### config.mk
export PLATFORM = sky130hd
export DESIGN_NAME = scale_note_quantizer
export DESIGN_NICKNAME = d
export VERILOG_FILES = /design/src/rtl/snq_pkg.sv /design/src/rtl/scale_note_quantizer.sv
export SDC_FILE = /design/constraint.sdc
export NUM_CORES = 1
export LEC_CHECK = 0
export BUFFER_PORTS_ARGS = -buffer_cell sky130_fd_sc_hd__buf_2
export CAP_MARGIN = 20
export CORE_MARGIN = 2
export CORE_UTILIZATION = 45
export CTS_CLUSTER_DIAMETER = 120
export CTS_CLUSTER_SIZE = 30
export DETAILED_ROUTE_END_ITERATION = 8
export PLACE_DENSITY = 0.74
export SLEW_MARGIN = 20
export SYNTH_ARGS = -nofsm -noshare
export SYNTH_HDL_FRONTEND = slang
export SYNTH_SLANG_ARGS = --single-unit
### constraint.sdc
create_clock -name clk -period 5.9 [get_ports clk]
set_input_delay 0.295 -clock clk [delete_from_list [all_inputs] [get_ports clk]]
set_output_delay 0.295 -clock clk [all_outputs]
set_load 0.05 [all_outputs]
### src/rtl/snq_pkg.sv
`default_nettype none

package snq_pkg;

  localparam int unsigned NOTE_W    = 7;
  localparam int unsigned OFFSET_W  = 8;
  localparam int unsigned SCALE_W   = 4;
  localparam int unsigned SNAP_W    = 2;
  localparam int unsigned PC_W      = 4;
  localparam int unsigned OCTAVE    = 12;
  localparam int unsigned CFG_IDX_W = 3;
  localparam int unsigned CFG_DAT_W = 7;

  localparam logic [NOTE_W-1:0] NOTE_TOP = 7'd127;

  // configuration register indexes
  localparam logic [CFG_IDX_W-1:0] REG_FILTER_ENABLE = 3'd0;
  localparam logic [CFG_IDX_W-1:0] REG_SCALE_SELECT  = 3'd1;
  localparam logic [CFG_IDX_W-1:0] REG_ROOT_KEY      = 3'd2;
  localparam logic [CFG_IDX_W-1:0] REG_SNAP_MODE     = 3'd3;
  localparam logic [CFG_IDX_W-1:0] REG_NOTE_MIN      = 3'd4;
  localparam logic [CFG_IDX_W-1:0] REG_NOTE_MAX      = 3'd5;

  localparam logic [SNAP_W-1:0]  SNAP_MUTE  = 2'd0;
  localparam logic [SNAP_W-1:0]  SNAP_UP    = 2'd1;
  localparam logic [SNAP_W-1:0]  SNAP_DOWN  = 2'd2;
  localparam logic [SCALE_W-1:0] SCALE_OFF  = 4'd0;
  localparam logic               OP_FILTER  = 1'b0;
  localparam logic               OP_TRANSP  = 1'b1;

  // interval set per scale, bit i = semitone i above the root
  function automatic logic [OCTAVE-1:0] scale_mask(input logic [SCALE_W-1:0] sel);
    logic [OCTAVE-1:0] m;
    unique case (sel)
      4'd0:    m = 12'h000;
      4'd1:    m = 12'hAB5;
      4'd2:    m = 12'h5AD;
      4'd3:    m = 12'h6AD;
      4'd4:    m = 12'h5AB;
      4'd5:    m = 12'hAD5;
      4'd6:    m = 12'h6B5;
      4'd7:    m = 12'h56B;
      4'd8:    m = 12'h9AD;
      4'd9:    m = 12'hAAD;
      4'd10:   m = 12'h295;
      4'd11:   m = 12'h4A9;
      4'd12:   m = 12'h4E9;
      4'd13:   m = 12'h555;
      4'd14:   m = 12'hB6D;
      default: m = 12'hFFF;
    endcase
    return m;
  endfunction

  // 7-bit value mod 12 by conditional subtraction of 96, 48, 24, 12
  function automatic logic [PC_W-1:0] mod12(input logic [NOTE_W-1:0] n);
    logic [NOTE_W-1:0] v;
    v = n;
    if (v >= 7'd96) v = v - 7'd96;
    if (v >= 7'd48) v = v - 7'd48;
    if (v >= 7'd24) v = v - 7'd24;
    if (v >= 7'd12) v = v - 7'd12;
    return v[PC_W-1:0];
  endfunction

endpackage

`default_nettype wire

### src/rtl/scale_note_quantizer.sv
`default_nettype none

// Channel | Ports                                   | Direction | Handshake
// input   | in_note, in_offset, in_mode             | in        | in_valid / in_stall
// result  | out_note, out_muted                     | out       | out_valid / out_stall
// config  | cfg_wr_en, cfg_index, cfg_wdata         | in        | write on cfg_wr_en
//
// One note per cycle sustained while no stalled result holds the pipe.
// Stage 1 transposes and clamps, stage 2 rotates the scale mask by the root,
// stage 3 aligns a 13-bit window at the note's pitch class, stage 4 searches it.
// Reset (rst_n low, synchronous) empties the pipe and loads register defaults.
// A stalled result freezes the whole pipe; in_stall follows it combinationally.

module scale_note_quantizer (
  input  wire                             clk,
  input  wire                             rst_n,
  input  wire                             in_valid,
  output logic                            in_stall,
  input  wire  [snq_pkg::NOTE_W-1:0]      in_note,
  input  wire  signed [snq_pkg::OFFSET_W-1:0] in_offset,
  input  wire                             in_mode,
  output logic                            out_valid,
  input  wire                             out_stall,
  output logic [snq_pkg::NOTE_W-1:0]      out_note,
  output logic                            out_muted,
  input  wire                             cfg_wr_en,
  input  wire  [snq_pkg::CFG_IDX_W-1:0]   cfg_index,
  input  wire  [snq_pkg::CFG_DAT_W-1:0]   cfg_wdata
);

  localparam int unsigned NW = snq_pkg::NOTE_W;
  localparam int unsigned OC = snq_pkg::OCTAVE;
  localparam int unsigned PW = snq_pkg::PC_W;

  // ---------------- configuration registers ----------------
  logic                         filt_en_r;
  logic [snq_pkg::SCALE_W-1:0]  scale_sel_r;
  logic [NW-1:0]                root_key_r;
  logic [snq_pkg::SNAP_W-1:0]   snap_r;
  logic [NW-1:0]                note_min_r;
  logic [NW-1:0]                note_max_r;

  always_ff @(posedge clk) begin
    if (!rst_n) begin
      filt_en_r   <= 1'b0;
      scale_sel_r <= snq_pkg::SCALE_OFF;
      root_key_r  <= '0;
      snap_r      <= snq_pkg::SNAP_MUTE;
      note_min_r  <= '0;
      note_max_r  <= snq_pkg::NOTE_TOP;
    end else if (cfg_wr_en) begin
      unique case (cfg_index)
        snq_pkg::REG_FILTER_ENABLE: filt_en_r   <= cfg_wdata[0];
        snq_pkg::REG_SCALE_SELECT:  scale_sel_r <= cfg_wdata[snq_pkg::SCALE_W-1:0];
        snq_pkg::REG_ROOT_KEY:      root_key_r  <= cfg_wdata[NW-1:0];
        snq_pkg::REG_SNAP_MODE:     snap_r      <= cfg_wdata[snq_pkg::SNAP_W-1:0];
        snq_pkg::REG_NOTE_MIN:      note_min_r  <= cfg_wdata[NW-1:0];
        snq_pkg::REG_NOTE_MAX:      note_max_r  <= cfg_wdata[NW-1:0];
        default: ;  // writes past the list are dropped
      endcase
    end
  end

  // ---------------- pipeline control ----------------
  // whole pipe moves together; it holds only while a result waits
  logic adv;
  logic v1_r, v2_r, v3_r, out_valid_r;
  assign adv      = !out_valid_r || !out_stall;
  assign in_stall = !adv;

  always_ff @(posedge clk) begin
    if (!rst_n) begin
      v1_r        <= 1'b0;
      v2_r        <= 1'b0;
      v3_r        <= 1'b0;
      out_valid_r <= 1'b0;
    end else if (adv) begin
      v1_r        <= in_valid;
      v2_r        <= v1_r;
      v3_r        <= v2_r;
      out_valid_r <= v3_r;
    end
  end

  // ---------------- stage 1: transpose, clamp, bypass decision ----------------
  logic signed [NW+1:0] sum;
  logic signed [NW+1:0] clamp_lo;
  logic [NW-1:0]        n1_nxt, n1_r;
  logic                 q1_nxt, q1_r;
  logic                 scale_on;

  assign scale_on = (scale_sel_r != snq_pkg::SCALE_OFF);

  always_comb begin
    sum      = $signed({2'b00, in_note}) + $signed({in_offset[snq_pkg::OFFSET_W-1], in_offset});
    // raise to note_min first, then lower to note_max
    clamp_lo = (sum < $signed({2'b00, note_min_r})) ? $signed({2'b00, note_min_r}) : sum;
    if (in_mode == snq_pkg::OP_TRANSP) begin
      n1_nxt = (clamp_lo > $signed({2'b00, note_max_r})) ? note_max_r : clamp_lo[NW-1:0];
      q1_nxt = scale_on;
    end else begin
      n1_nxt = in_note;
      q1_nxt = scale_on && filt_en_r;
    end
  end

  // ---------------- stage 2: pitch class and root-rotated mask ----------------
  logic [2*OC-1:0] mask_dbl;
  logic [OC-1:0]   rot_nxt, rot_r;
  logic [PW-1:0]   pc_nxt, pc_r;
  logic [NW-1:0]   n2_r;
  logic            q2_r;

  always_comb begin
    // rot[p] = mask[(p - root) mod 12]
    mask_dbl = {snq_pkg::scale_mask(scale_sel_r), snq_pkg::scale_mask(scale_sel_r)}
               << snq_pkg::mod12(root_key_r);
    rot_nxt  = mask_dbl[2*OC-1:OC];
    pc_nxt   = snq_pkg::mod12(n1_r);
  end

  // ---------------- stage 3: window around the pitch class ----------------
  // win[d] = in-scale flag of pc+d; win[OC-d] = flag of pc-d
  logic [2*OC-1:0] rot_dbl;
  logic [OC:0]     win_nxt, win_r;
  logic [NW-1:0]   n3_r;
  logic            q3_r;

  always_comb begin
    rot_dbl = {rot_r, rot_r} >> pc_r;
    win_nxt = rot_dbl[OC:0];
  end

  // ---------------- stage 4: nearest in-scale search ----------------
  logic [PW-1:0]  d_up, d_dn;
  logic           f_up, f_dn;
  logic [NW:0]    up_sum;
  logic [NW-1:0]  note_nxt;
  logic           muted_nxt;

  always_comb begin
    f_up = 1'b0;
    f_dn = 1'b0;
    d_up = '0;
    d_dn = '0;
    // descending scan so the smallest distance wins
    for (int d = OC; d >= 1; d--) begin
      if (win_r[d]) begin
        f_up = 1'b1;
        d_up = PW'(d);
      end
      if (win_r[OC-d]) begin
        f_dn = 1'b1;
        d_dn = PW'(d);
      end
    end
    up_sum = {1'b0, n3_r} + {{(NW+1-PW){1'b0}}, d_up};

    note_nxt  = n3_r;
    muted_nxt = 1'b0;
    if (q3_r && !win_r[0]) begin
      priority if (snap_r == snq_pkg::SNAP_UP) begin
        if (f_up && (up_sum <= {1'b0, snq_pkg::NOTE_TOP})) note_nxt = up_sum[NW-1:0];
        else muted_nxt = 1'b1;
      end else if (snap_r == snq_pkg::SNAP_DOWN) begin
        if (f_dn && (n3_r >= {{(NW-PW){1'b0}}, d_dn}))
          note_nxt = n3_r - {{(NW-PW){1'b0}}, d_dn};
        else muted_nxt = 1'b1;
      end else begin
        muted_nxt = 1'b1;  // mute, including the unused snap code
      end
    end
  end

  // ---------------- payload registers ----------------
  logic [NW-1:0] out_note_r;
  logic          out_muted_r;

  always_ff @(posedge clk) begin
    if (adv) begin
      n1_r        <= n1_nxt;
      q1_r        <= q1_nxt;
      n2_r        <= n1_r;
      q2_r        <= q1_r;
      rot_r       <= rot_nxt;
      pc_r        <= pc_nxt;
      n3_r        <= n2_r;
      q3_r        <= q2_r;
      win_r       <= win_nxt;
      out_note_r  <= note_nxt;
      out_muted_r <= muted_nxt;
    end
  end

  assign out_valid = out_valid_r;
  assign out_note  = out_note_r;
  assign out_muted = out_muted_r;

  // ---------------- assertions ----------------
  // a mute can only come from an active scale (the user must keep config static while busy)
  a_mute_needs_scale: assert property (@(posedge clk) disable iff (!rst_n)
    out_valid_r && out_muted_r |-> scale_on)
    else $error("muted result with scale off");

  // a waiting result freezes every stage
  a_stall_holds_pipe: assert property (@(posedge clk) disable iff (!rst_n)
    out_valid_r && out_stall |=> $stable({v1_r, v2_r, v3_r}))
    else $error("pipe moved during output stall");

  // a new result only appears from a valid stage-3 item
  a_out_from_s3: assert property (@(posedge clk) disable iff (!rst_n)
    $rose(out_valid_r) |-> $past(v3_r))
    else $error("result without stage-3 item");

endmodule

`default_nettype wire

---- Word level (Yosys, flattened, before mapping) ----
Memories as Yosys holds them, arrays and structs flattened. A register that Yosys moved wholly into a read port is not among the register bits.
Cells that the tools add are included.
storage, ports and cells
  bits in writable memories ............... 0
  memories kept ........................... 2
  ROM bits ................................ 384
  input port bits ......................... 31
  output and inout port bits .............. 10
  bits in latches ......................... 0
  word-level logic and storage cells ...... 145
  register bits ........................... 93
memory list
  memory            depth  width  rd ports  clocked after Yosys merged registers in  wr ports  RTL line       RTL
  (name not given)  16     12     1         1                                        0         snq_pkg.sv:34  unique case (sel)
  (name not given)  16     12     1         1                                        0         snq_pkg.sv:34
cells by class
  $add $sub $neg .......................... 11
  equality and inequality tests ........... 7
  reductions and logical operators ........ 17
  multiply operators ...................... 0
  bitwise gates (word level) .............. 0
  div/mod/pow operators ................... 0
  shift operators ......................... 2
  muxes and demuxes ....................... 73
  order comparisons ....................... 12
operators with widths
  cell                   number
  $mux W4                30
  $mux W7                13
  $mux W1                29
  $shl A24 B4 Y24        1
  $shr A24 B4 Y13        1
  $ge A7 B4 Y1 const B   2
  $ge A7 B5 Y1 const B   2
  $ge A7 B6 Y1 const B   2
  $ge A7 B7 Y1 const B   2
  $sub A7 B5 Y7 const B  2
  $sub A7 B6 Y7 const B  2
  $sub A7 B7 Y7 const B  2
  $reduce_and A2 Y1      6
  $add A8 B8 Y9          1
  $gt A9 B8 Y1           1
  $lt A9 B8 Y1           1
  $mux W9                1
  $add A7 B4 Y8          1
  $le A8 B7 Y1 const B   1
  $sub A4 B4 Y4 const B  2
  $ge A7 B4 Y1           1
  $sub A7 B4 Y7          1
  $eq A3 B2 Y1 const B   2
  $eq A3 B3 Y1 const B   2
  8 further kinds        14

---- Longest topological paths before layout ----
Gate-level depths: netlist of run 1.
  depth after elaboration ................. 18
  gate-level depth with buffers ........... 22
  gate-level depth less buffers ........... 21

---- Worst setup path before layout of run 1 ----
OpenSTA, ideal clock, no wires.
  path kind ............................... input -> register
  from .................................... in in_note[0] in the netlist's numbering
  to ...................................... reg n1_r[0] (data pin)
  data required time ...................... 5644 ps
  arrival ................................. 4780 ps
  setup slack ............................. 864 ps
  setup time .............................. 256 ps
  stages .................................. 22
  path through ............................ ha_1 > fa_1 > a21o_1 > a21oi_1 > o21bai_1 > a21oi_1 > xnor2_1 > ha_1 > nor2b_1 > a2111oi_0 > ha_1 > clkbuf_1 > mux2_2 > ha_1 > nor2b_1 > o21a_1 > o21a_1 > o21a_1 > o21ai_0 > a21o_1 > a31oi_1 > a22o_1
on the way
  longest elaborated chain between the ends .. 6
RTL lines
  item                  RTL line                     RTL
  from (decl)           scale_note_quantizer.sv:19   input wire [snq_pkg::NOTE_W-1:0] in_note,
  $add A8 B8 Y9         scale_note_quantizer.sv:95   sum = $signed({2'b00, in_note}) + $signed({in_offset[snq_pkg::OFFSET_W-1], in_offset});
  $lt A9 B8 Y1          scale_note_quantizer.sv:97   clamp_lo = (sum < $signed({2'b00, note_min_r})) ? $signed({2'b00, note_min_r}) : sum;
  $mux W9               scale_note_quantizer.sv:97
  $gt A9 B8 Y1          scale_note_quantizer.sv:99   n1_nxt = (clamp_lo > $signed({2'b00, note_max_r})) ? note_max_r : clamp_lo[NW-1:0];
  $mux W7               scale_note_quantizer.sv:99
  $mux W7 (*)           scale_note_quantizer.sv:98   if (in_mode == snq_pkg::OP_TRANSP) begin
  named net n1_nxt[0]   scale_note_quantizer.sv:88   logic [NW-1:0] n1_nxt, n1_r;
  to (signal assigned)  scale_note_quantizer.sv:181  n1_r <= n1_nxt;
  to (decl)             scale_note_quantizer.sv:88
Mark *: on every way through the listed nets, which the timed path passes. The rest lies on a longest branch.
A chain may end at the register's enable or synchronous reset.

---- Worst setup path in the final report of run 1 ----
Ends and elaborated chain as after synthesis.

==> results by group, run 1 <==
Outcome
  – Outcome: complete, no violations

Finish
  – Nets@finish: ~880
  – Sequential Area: 0.00265 sq mm
  – Proportion of layout cells with a drive suffix above 1: about an eighth
  – Most frequent cells in the layout: 69 x mux2i_1, 63 x nand2_1, 60 x nor2_1
  – Antenna Cells: 0
  – Area of the multi-input gates: roughly 0.0043 sq mm
  – Commonest non-fill, non-tap cell in the layout: mux2i_1
  – P&R area growth vs syn: 8.96%
  – # fillers: approximately 1,500

Global routing
  – Grt peak-use layer: met2
  – GRT met3 Usage: under 10%
  – Met1 Usage GRT: 23.8%
  – Largest net degree at the start of global routing: between 60 and 70
  – Global Route Usage Sum: a little under a fifth
  – Vias in the first global route: 5,449
  – Met2 Use GR: 31.0%
  – Initial antenna violation count: 0
  – Global-route wire length before repair: 26,400 um
  – Gr ovfl total: 0

Floorplanning
  – Row count: 46
  – DIE AREA: 0.0173 sq mm
  – Starting Density: 46.0%
  – IO Count: 41
  – Die W: between 100 and 150 um
  – Core box area: 0.0159 sq mm
  – Die Y: about 130 um

Clock tree
  – CTS Buf Count: 9
  – Clock Latency Late Sink: 0.35 ns
  – # hold bufs at CTS: 0
  – Number of clock sinks: between 100 and 150
  – Setup Fix Bufs, Post-CTS: 0
  – CTS root buffer: clkbuf_16
  – TritonCTS clock tree: yes
  – Clk buf depth: 2
  – Clock transition at the registers of the reported paths: ~0.07 ns
  – H-tree depth: 3
  – CTS resizes: 0

Synthesis
  – FF+latch count, synth: just over 100
  – Syn Inst Count: 783
  – Main flop type after synthesis: edfxtp_1
  – Post-synth EDFFs: 59
  – Syn_nets: 861
  – Avg Cell Area, Syn: slightly above 9 sq um
  – Unique cell type count in the Yosys netlist: 74
  – Asr flop ratio synth: 0%
  – Sequential area share after synthesis: a little over a third
  – Synth Cell Area: 0.00730 sq mm
  – Yosys warns: 0

Detailed routing
  – WL final: ~15,000 um
  – Pre-Repair DR Iteration Count: 4
  – Initial DRC count: 342
  – Via count: 5,732
  – Antenna-violating nets left: 0
  – DR WL/cell: 14.9 um
  – Drc violations: 0
  – Vias/cell: 5.61

Power and ir drop
  – Switching Fraction: 35.9%
  – Worst IR drop on VDD: 0.181 mV
  – Combinational power share: 36.5%
  – Power Dens Cells: 324 mW/mm^2
  – Internal power: 1650 uW
  – Sequential share of power: 40.9%
  – Pwr Total: around 2600 uW
  – Net Sw Power: 927 uW
  – Clock power frac: 22.7%
  – Pleak: between 0.003 and 0.004 uW

Min path
  – Hold worst-path end: v1_r
  – HP Class: input pin to register
  – Hold Crit Start: in_valid
  – Worst hold stages: 3

Worst setup path
  – Worst EP required: 6.00 ns
  – Flop-to-flop setup slack: ~1.0 ns
  – Reg2reg start: root_key_r[2]
  – Critical path type: input pin to register
  – Crit-path max cell delay: ~0.41 ns
  – Reg-to-reg endpoint: rot_r[4]
  – Most used cell, CP: ha_1
  – Critical Path Sink Type: register
  – Arrival time at the worst endpoint: 5.22 ns
  – Worst Path Max Fanout: 9
  – Crit-path slowest cell: a2111oi_0
  – Critical path cell sequence: buf_2 -> ha_1 -> fa_1 -> a21o_1 -> a21oi_1 -> o21bai_1 -> a21oi_1 -> xnor2_1 -> ha_1 -> nor2b_1 -> a2111oi_0 -> ha_1 -> mux2_2 -> ha_1 -> nor2b_1 -> o21a_1 -> o21a_1 -> o21a_1 -> o21ai_0 -> a21o_1 -> a31oi_1 -> a22o_1
  – Startpoint types: input pin
  – Worst-case reg-to-reg path depth: 18

STA
  – Min Hold Slack: 0.234 ns
  – Min cycle time layout: 5.12 ns
  – Tcrit/Tclk final: 86.7%
  – Max Fclk: 195 MHz
  – Fin. Hold Viols: 0
  – Fin. max-slew vios: 0
  – Clock skew: 0.00425 ns
  – Least-Margin Pin Slew: 0.788 ns
  – Final setup fails: 0
  – Post-Route Setup TNS: 0 ns
  – Rel. slew slack: 47.2%
  – RSZ-0062 raised after global routing: false

Placement
  – Port bufs: 40
  – Placer Congestion: 0.913
  – Detailed placement HPWL: 11,400 um

Job
  – Max-cap violations: 0
==> routing by layer <==
layer	routed length, um	share of wire [%]
met5	0	0
met1	6960	46
met2	7430	49
met4	310	2.0
met3	513	3.4
==> worst max path at each step <==
stage | startpoint | cells after the start | endpoint | slack, ns
after floorplan | in_note[0] | 22 | n1_r[0] | 0.86
after global placement | in_note[0] | 22 | n1_r[0] | 0.53
after detailed placement | in_note[0] | 22 | n1_r[0] | 0.46
after CTS | in_note[0] | 22 | n1_r[0] | 0.82
after global routing | in_note[0] | 22 | n1_r[5] | 0.42
final | in_note[0] | 22 | n1_r[0] | 0.78
==> power groups by stage <==
| stage | Sequential (uW) | Combinational (uW) | Clock [uW] |
|---|---|---|---|
| 5_1_grt | 1080 | 1050 | 629 |
| 3_5_place_dp | 1070 | 924 | 0 |
| 2_1_floorplan | 1040 | 745 | 0 |
| 4_1_cts | 1050 | 935 | 596 |
| 3_3_place_gp | 1060 | 903 | 0 |
| 6_report | 1050 | 941 | 585 |
==> worst max-delay path: cells and delay by family <==
kind	cells	cell delay, ns
compound gates	12	2.45
fa+ha+maj	5	1.55
mux	1	0.39
simple gates	2	0.25
xor+xnor	1	0.16
buf+inv	1	0.11
==> cells in the mapped netlist (all sizes together) (3+ instances only) <==
cell type  count  area (sq um)
o21a           8          60.1
xnor2         16           140
fa             3          60.1
mux2i         69           691
a31oi         11          83.8
a21o          12          90.1
nor2b         30           188
and2           6          40.0
or3            3          18.8
o22ai          9          62.6
edfxtp        59          1770
nand3b         3          22.5
nor2          60           225
nor3b          6          45.0
o211ai        14           105
a21boi         5          37.5
o21bai         8          60.1
nand3          7          35.0
o2bb2ai        6          52.6
nand2         64           240
nor4           5          31.3
o221ai         3          26.3
a211oi         7          52.6
xor2           4          35.0
nor3          12          60.1
nand2b        10          62.6
a211o          3          26.3
mux2          20           225
inv           44           165
dfxtp         44           881
o21ai         29           149
o31ai          8          60.1
and3           6          37.5
or2            3          18.8
ha            44           551
a41oi          3          26.3
clkbuf        34           128
a21oi         56           280
buf            7          45.0
a311oi         3          26.3
==> kinds of logic (layout without fill, tap and decap cells) <==
| kind of cell | count (synthesis) | in the layout | share of synthesized area, % |
|---|---|---|---|
| buffers and inverters | 86 | 108 | 4.68 |
| AOI/OAI and AO/OA | 207 | 207 | 19.5 |
| and+or+nand+nor | 230 | 230 | 15.9 |
| muxes | 90 | 90 | 12.9 |
| DFF | 103 | 103 | 36.3 |
| adders and majority gates | 47 | 47 | 8.36 |
| xor gates and xnor gates | 20 | 20 | 2.40 |
==> layout make-up <==
class	instances	area share [%]
sequential	103	33.3
clock inverter	4	0.346
clock buffer	12	3.37
inverter	45	2.12
multi-input combinational	594	54.2
timing repair buffer	47	3.18
tap	216	3.40
==> metrics by stage <==
step                      cell area, sq um  std cells  setup WS [ns]  util [%]
after global routing                  7960       1021          0.418      50.1
final                                 7960       1021          0.784      50.1
after global placement                7660       1005          0.529      48.2
after floorplan                       7300        783          0.864         -
after detailed placement              7660       1005          0.463      48.2
after CTS                             7960       1021          0.816      50.1
(Power assumes the default switching activity.)
==> run 2, diff against run 1 <==
- CORE_UTILIZATION: 45 -> 30
- PLACE_DENSITY: 0.74 -> 0.57
==> run 2 against run 1 <==
Compared with the run above: utilization fell by 17 points; worst setup slack improved by 0.020 ns; non-clock buffer count stayed put; critical path depth stayed put; routed wire length is 2.5% higher; count of clock-buffer cells in the layout decreased by 2; worst hold slack improved by 0.013 ns; clock power decreased by 6.5%; global-route usage fell by 5.7 points; via count decreased by 3.6%; critical endpoint is now n1_r[4]; largest power group unchanged.
==> results by group, run 2 (synthesis results as in run 1) <==
STA
  – Rel. slew slack: 42.9% (was 47.2%)
  – Max Fclk: 196 MHz (was 195 MHz)
  – Clock skew: 0.0123 ns (was 0.00425 ns)
  – Fin. Hold Viols: 0 (unchanged)
  – Final worst slack: 0.804 ns (was 0.784 ns)
  – Final setup fails: 0 (unchanged)
  – RSZ-0062 raised after global routing: false (unchanged)
  – Min cycle time layout: 5.10 ns (was 5.12 ns)
  – Min Hold Slack: 0.247 ns (was 0.234 ns)
  – Least-Margin Pin Slew: 0.854 ns (was 0.788 ns)
  – Post-Route Setup TNS: 0 ns (unchanged)
  – Fin. max-slew vios: 0 (unchanged)
  – Tcrit/Tclk final: 86.4% (was 86.7%)

Finish
  – Nets@finish: 878 (unchanged)
  – Antenna Cells: 0 (unchanged)
  – Proportion of layout cells with a drive suffix above 1: 12.2% (unchanged)
  – Most frequent cells in the layout: 69 x mux2i_1, 63 x nand2_1, 60 x nor2_1 (unchanged)
  – Util after Layout: 33.5% (was 50.1%)
  – # fillers: 2,560 (was 1,501)
  – P&R area growth vs syn: 10.5% (was 8.96%)
  – Commonest non-fill, non-tap cell in the layout: mux2i_1 (unchanged)

Global routing
  – Global-route wire length before repair: 26,400 um (about the same)
  – Vias in the first global route: 5,217 (was 5,449)
  – Largest net degree at the start of global routing: 64 (unchanged)
  – Gr ovfl total: 0 (unchanged)
  – Initial antenna violation count: 0 (unchanged)
  – Global Route Usage Sum: 12.4% (was 18.1%)

Power and ir drop
  – Pleak: 0.00327 uW (was 0.00330 uW)
  – Worst IR drop on VDD: 0.144 mV (was 0.181 mV)
  – Power Dens Cells: 313 mW/mm^2 (was 324 mW/mm^2)

Clock tree
  – CTS resizes: 0 (unchanged)
  – H-tree depth: 3 (unchanged)
  – Clock transition at the registers of the reported paths: 0.07 ns (about the same)
  – Setup Fix Bufs, Post-CTS: 0 (unchanged)
  – Clk buf depth: 2 (unchanged)
  – Clock Latency Late Sink: 0.34 ns (was 0.35 ns)
  – CTS root buffer: clkbuf_16 (unchanged)
  – # hold bufs at CTS: 0 (unchanged)
  – CTS Buf Count: 9 (unchanged)
  – Number of clock sinks: 103 (unchanged)
  – TritonCTS clock tree: yes (unchanged)

Detailed routing
  – Initial DRC count: 284 (was 342)
  – DR WL/cell: 13.8 um (was 14.9 um)
  – Drc violations: 0 (unchanged)
  – Vias/cell: 4.89 (was 5.61)
  – WL final: 15,600 um (was 15,200 um)
  – Pre-Repair DR Iteration Count: 5 (was 4)
  – Antenna-violating nets left: 0 (unchanged)
  – Via count: 5,525 (was 5,732)

Worst setup path
  – Critical path type: input pin to register (unchanged)
  – Worst EP required: 5.99 ns (was 6.00 ns)
  – Critical Path Sink Type: register (unchanged)
  – Worst-case reg-to-reg path depth: 20 (was 18)
  – Startpoint types: input pin (unchanged)
  – Worst Path Max Fanout: 9 (unchanged)
  – Arrival time at the worst endpoint: 5.18 ns (was 5.22 ns)

Outcome
  – Outcome: complete, no violations (unchanged)

Floorplanning
  – Row count: 57 (was 46)
  – Core box area: 0.0241 sq mm (was 0.0159 sq mm)
  – DIE AREA: 0.0256 sq mm (was 0.0173 sq mm)
  – Die W: 160 um (was 131 um)
  – IO Count: 41 (unchanged)
  – Die Y: 160 um (was 131 um)
  – Starting Density: 30.3% (was 46.0%)

Placement
  – Port bufs: 40 (unchanged)
  – Detailed placement HPWL: 12,000 um (was 11,400 um)
  – Pre-CTS setup slack: 0.444 ns (was 0.463 ns)
  – Placer Congestion: 0.877 (was 0.913)

Min path
  – HP Class: input pin to register (unchanged)
  – Worst hold stages: 3 (unchanged)

Job
  – Max-cap violations: 0 (unchanged)
run 2: cell types whose count changed in the layout (fill, tap and decap cells not counted):
| cell | change |
|---|---|
| clkbuf_8 | -1 |
| clkinv_2 | -2 |
| clkinvlp_4 | +4 |
| clkinv_4 | -1 |
| clkbuf_16 | -1 |
| clkinvlp_2 | +1 |
| inv_8 | +1 |
| inv_6 | -1 |
run 2: layer usage:
layer | vias up | wire length [um] | global-route usage (%)
li1 | 2902 | - | -
met1 | 2544 | 7750 | 17.1
met2 | 71 | 7200 | 20.3
met3 | 8 | 505 | 2.21
met4 | 0 | 141 | 3.07
met5 | - | 0 | 0
run 2: worst paths after layout:
| kind | start | end | slack, ns |
|---|---|---|---|
| hold / removal | in_valid | v1_r | 0.25 |
| setup / recovery | in_note[0] | n1_r[4] | 0.80 |
| setup reg to reg | note_min_r[1] | n1_r[4] | 1.10 |
| hold reg to reg | n2_r[2] | n3_r[2] | 0.42 |
run 2: layout make-up:
class,instances,area [sq um],area share [%]
sequential,103,2650,32.9
tap,324,405,5.02
timing repair buffer,47,253,3.13
inverter,45,169,2.09
multi-input combinational,594,4320,53.5
clock buffer,10,229,2.84
clock inverter,6,46.3,0.574
run 2: power breakdown:
part	switching, uW	internal [uW]
Combinational	512	414
Clock	259	288
Sequential	138	912
run 2: worst max-delay path: stages:
cell	delay [ns]
buf_2	0.11
ha_1	0.21
fa_1	0.48
ha_1	0.29
a21o_1	0.15
a21o_1	0.17
a21o_1	0.17
a21o_1	0.16
a21oi_1	0.15
nor2b_1	0.06
a2111oi_0	0.38
ha_1	0.39
mux2_2	0.40
ha_1	0.29
nor2b_1	0.13
o21a_1	0.15
o21a_1	0.16
o21a_1	0.15
o21ai_0	0.27
a21oi_1	0.23
o31ai_1	0.30
o2bb2ai_1	0.09
run 2: through the flow:
step | area [sq um] | total power [uW] | cells
floorplan | 7300 | 1790 | 783
global placement | 7790 | 1980 | 1113
CTS | 8070 | 2550 | 1129
global route | 8070 | 2730 | 1129
detailed placement | 7790 | 1990 | 1113
finish | 8070 | 2520 | 1129
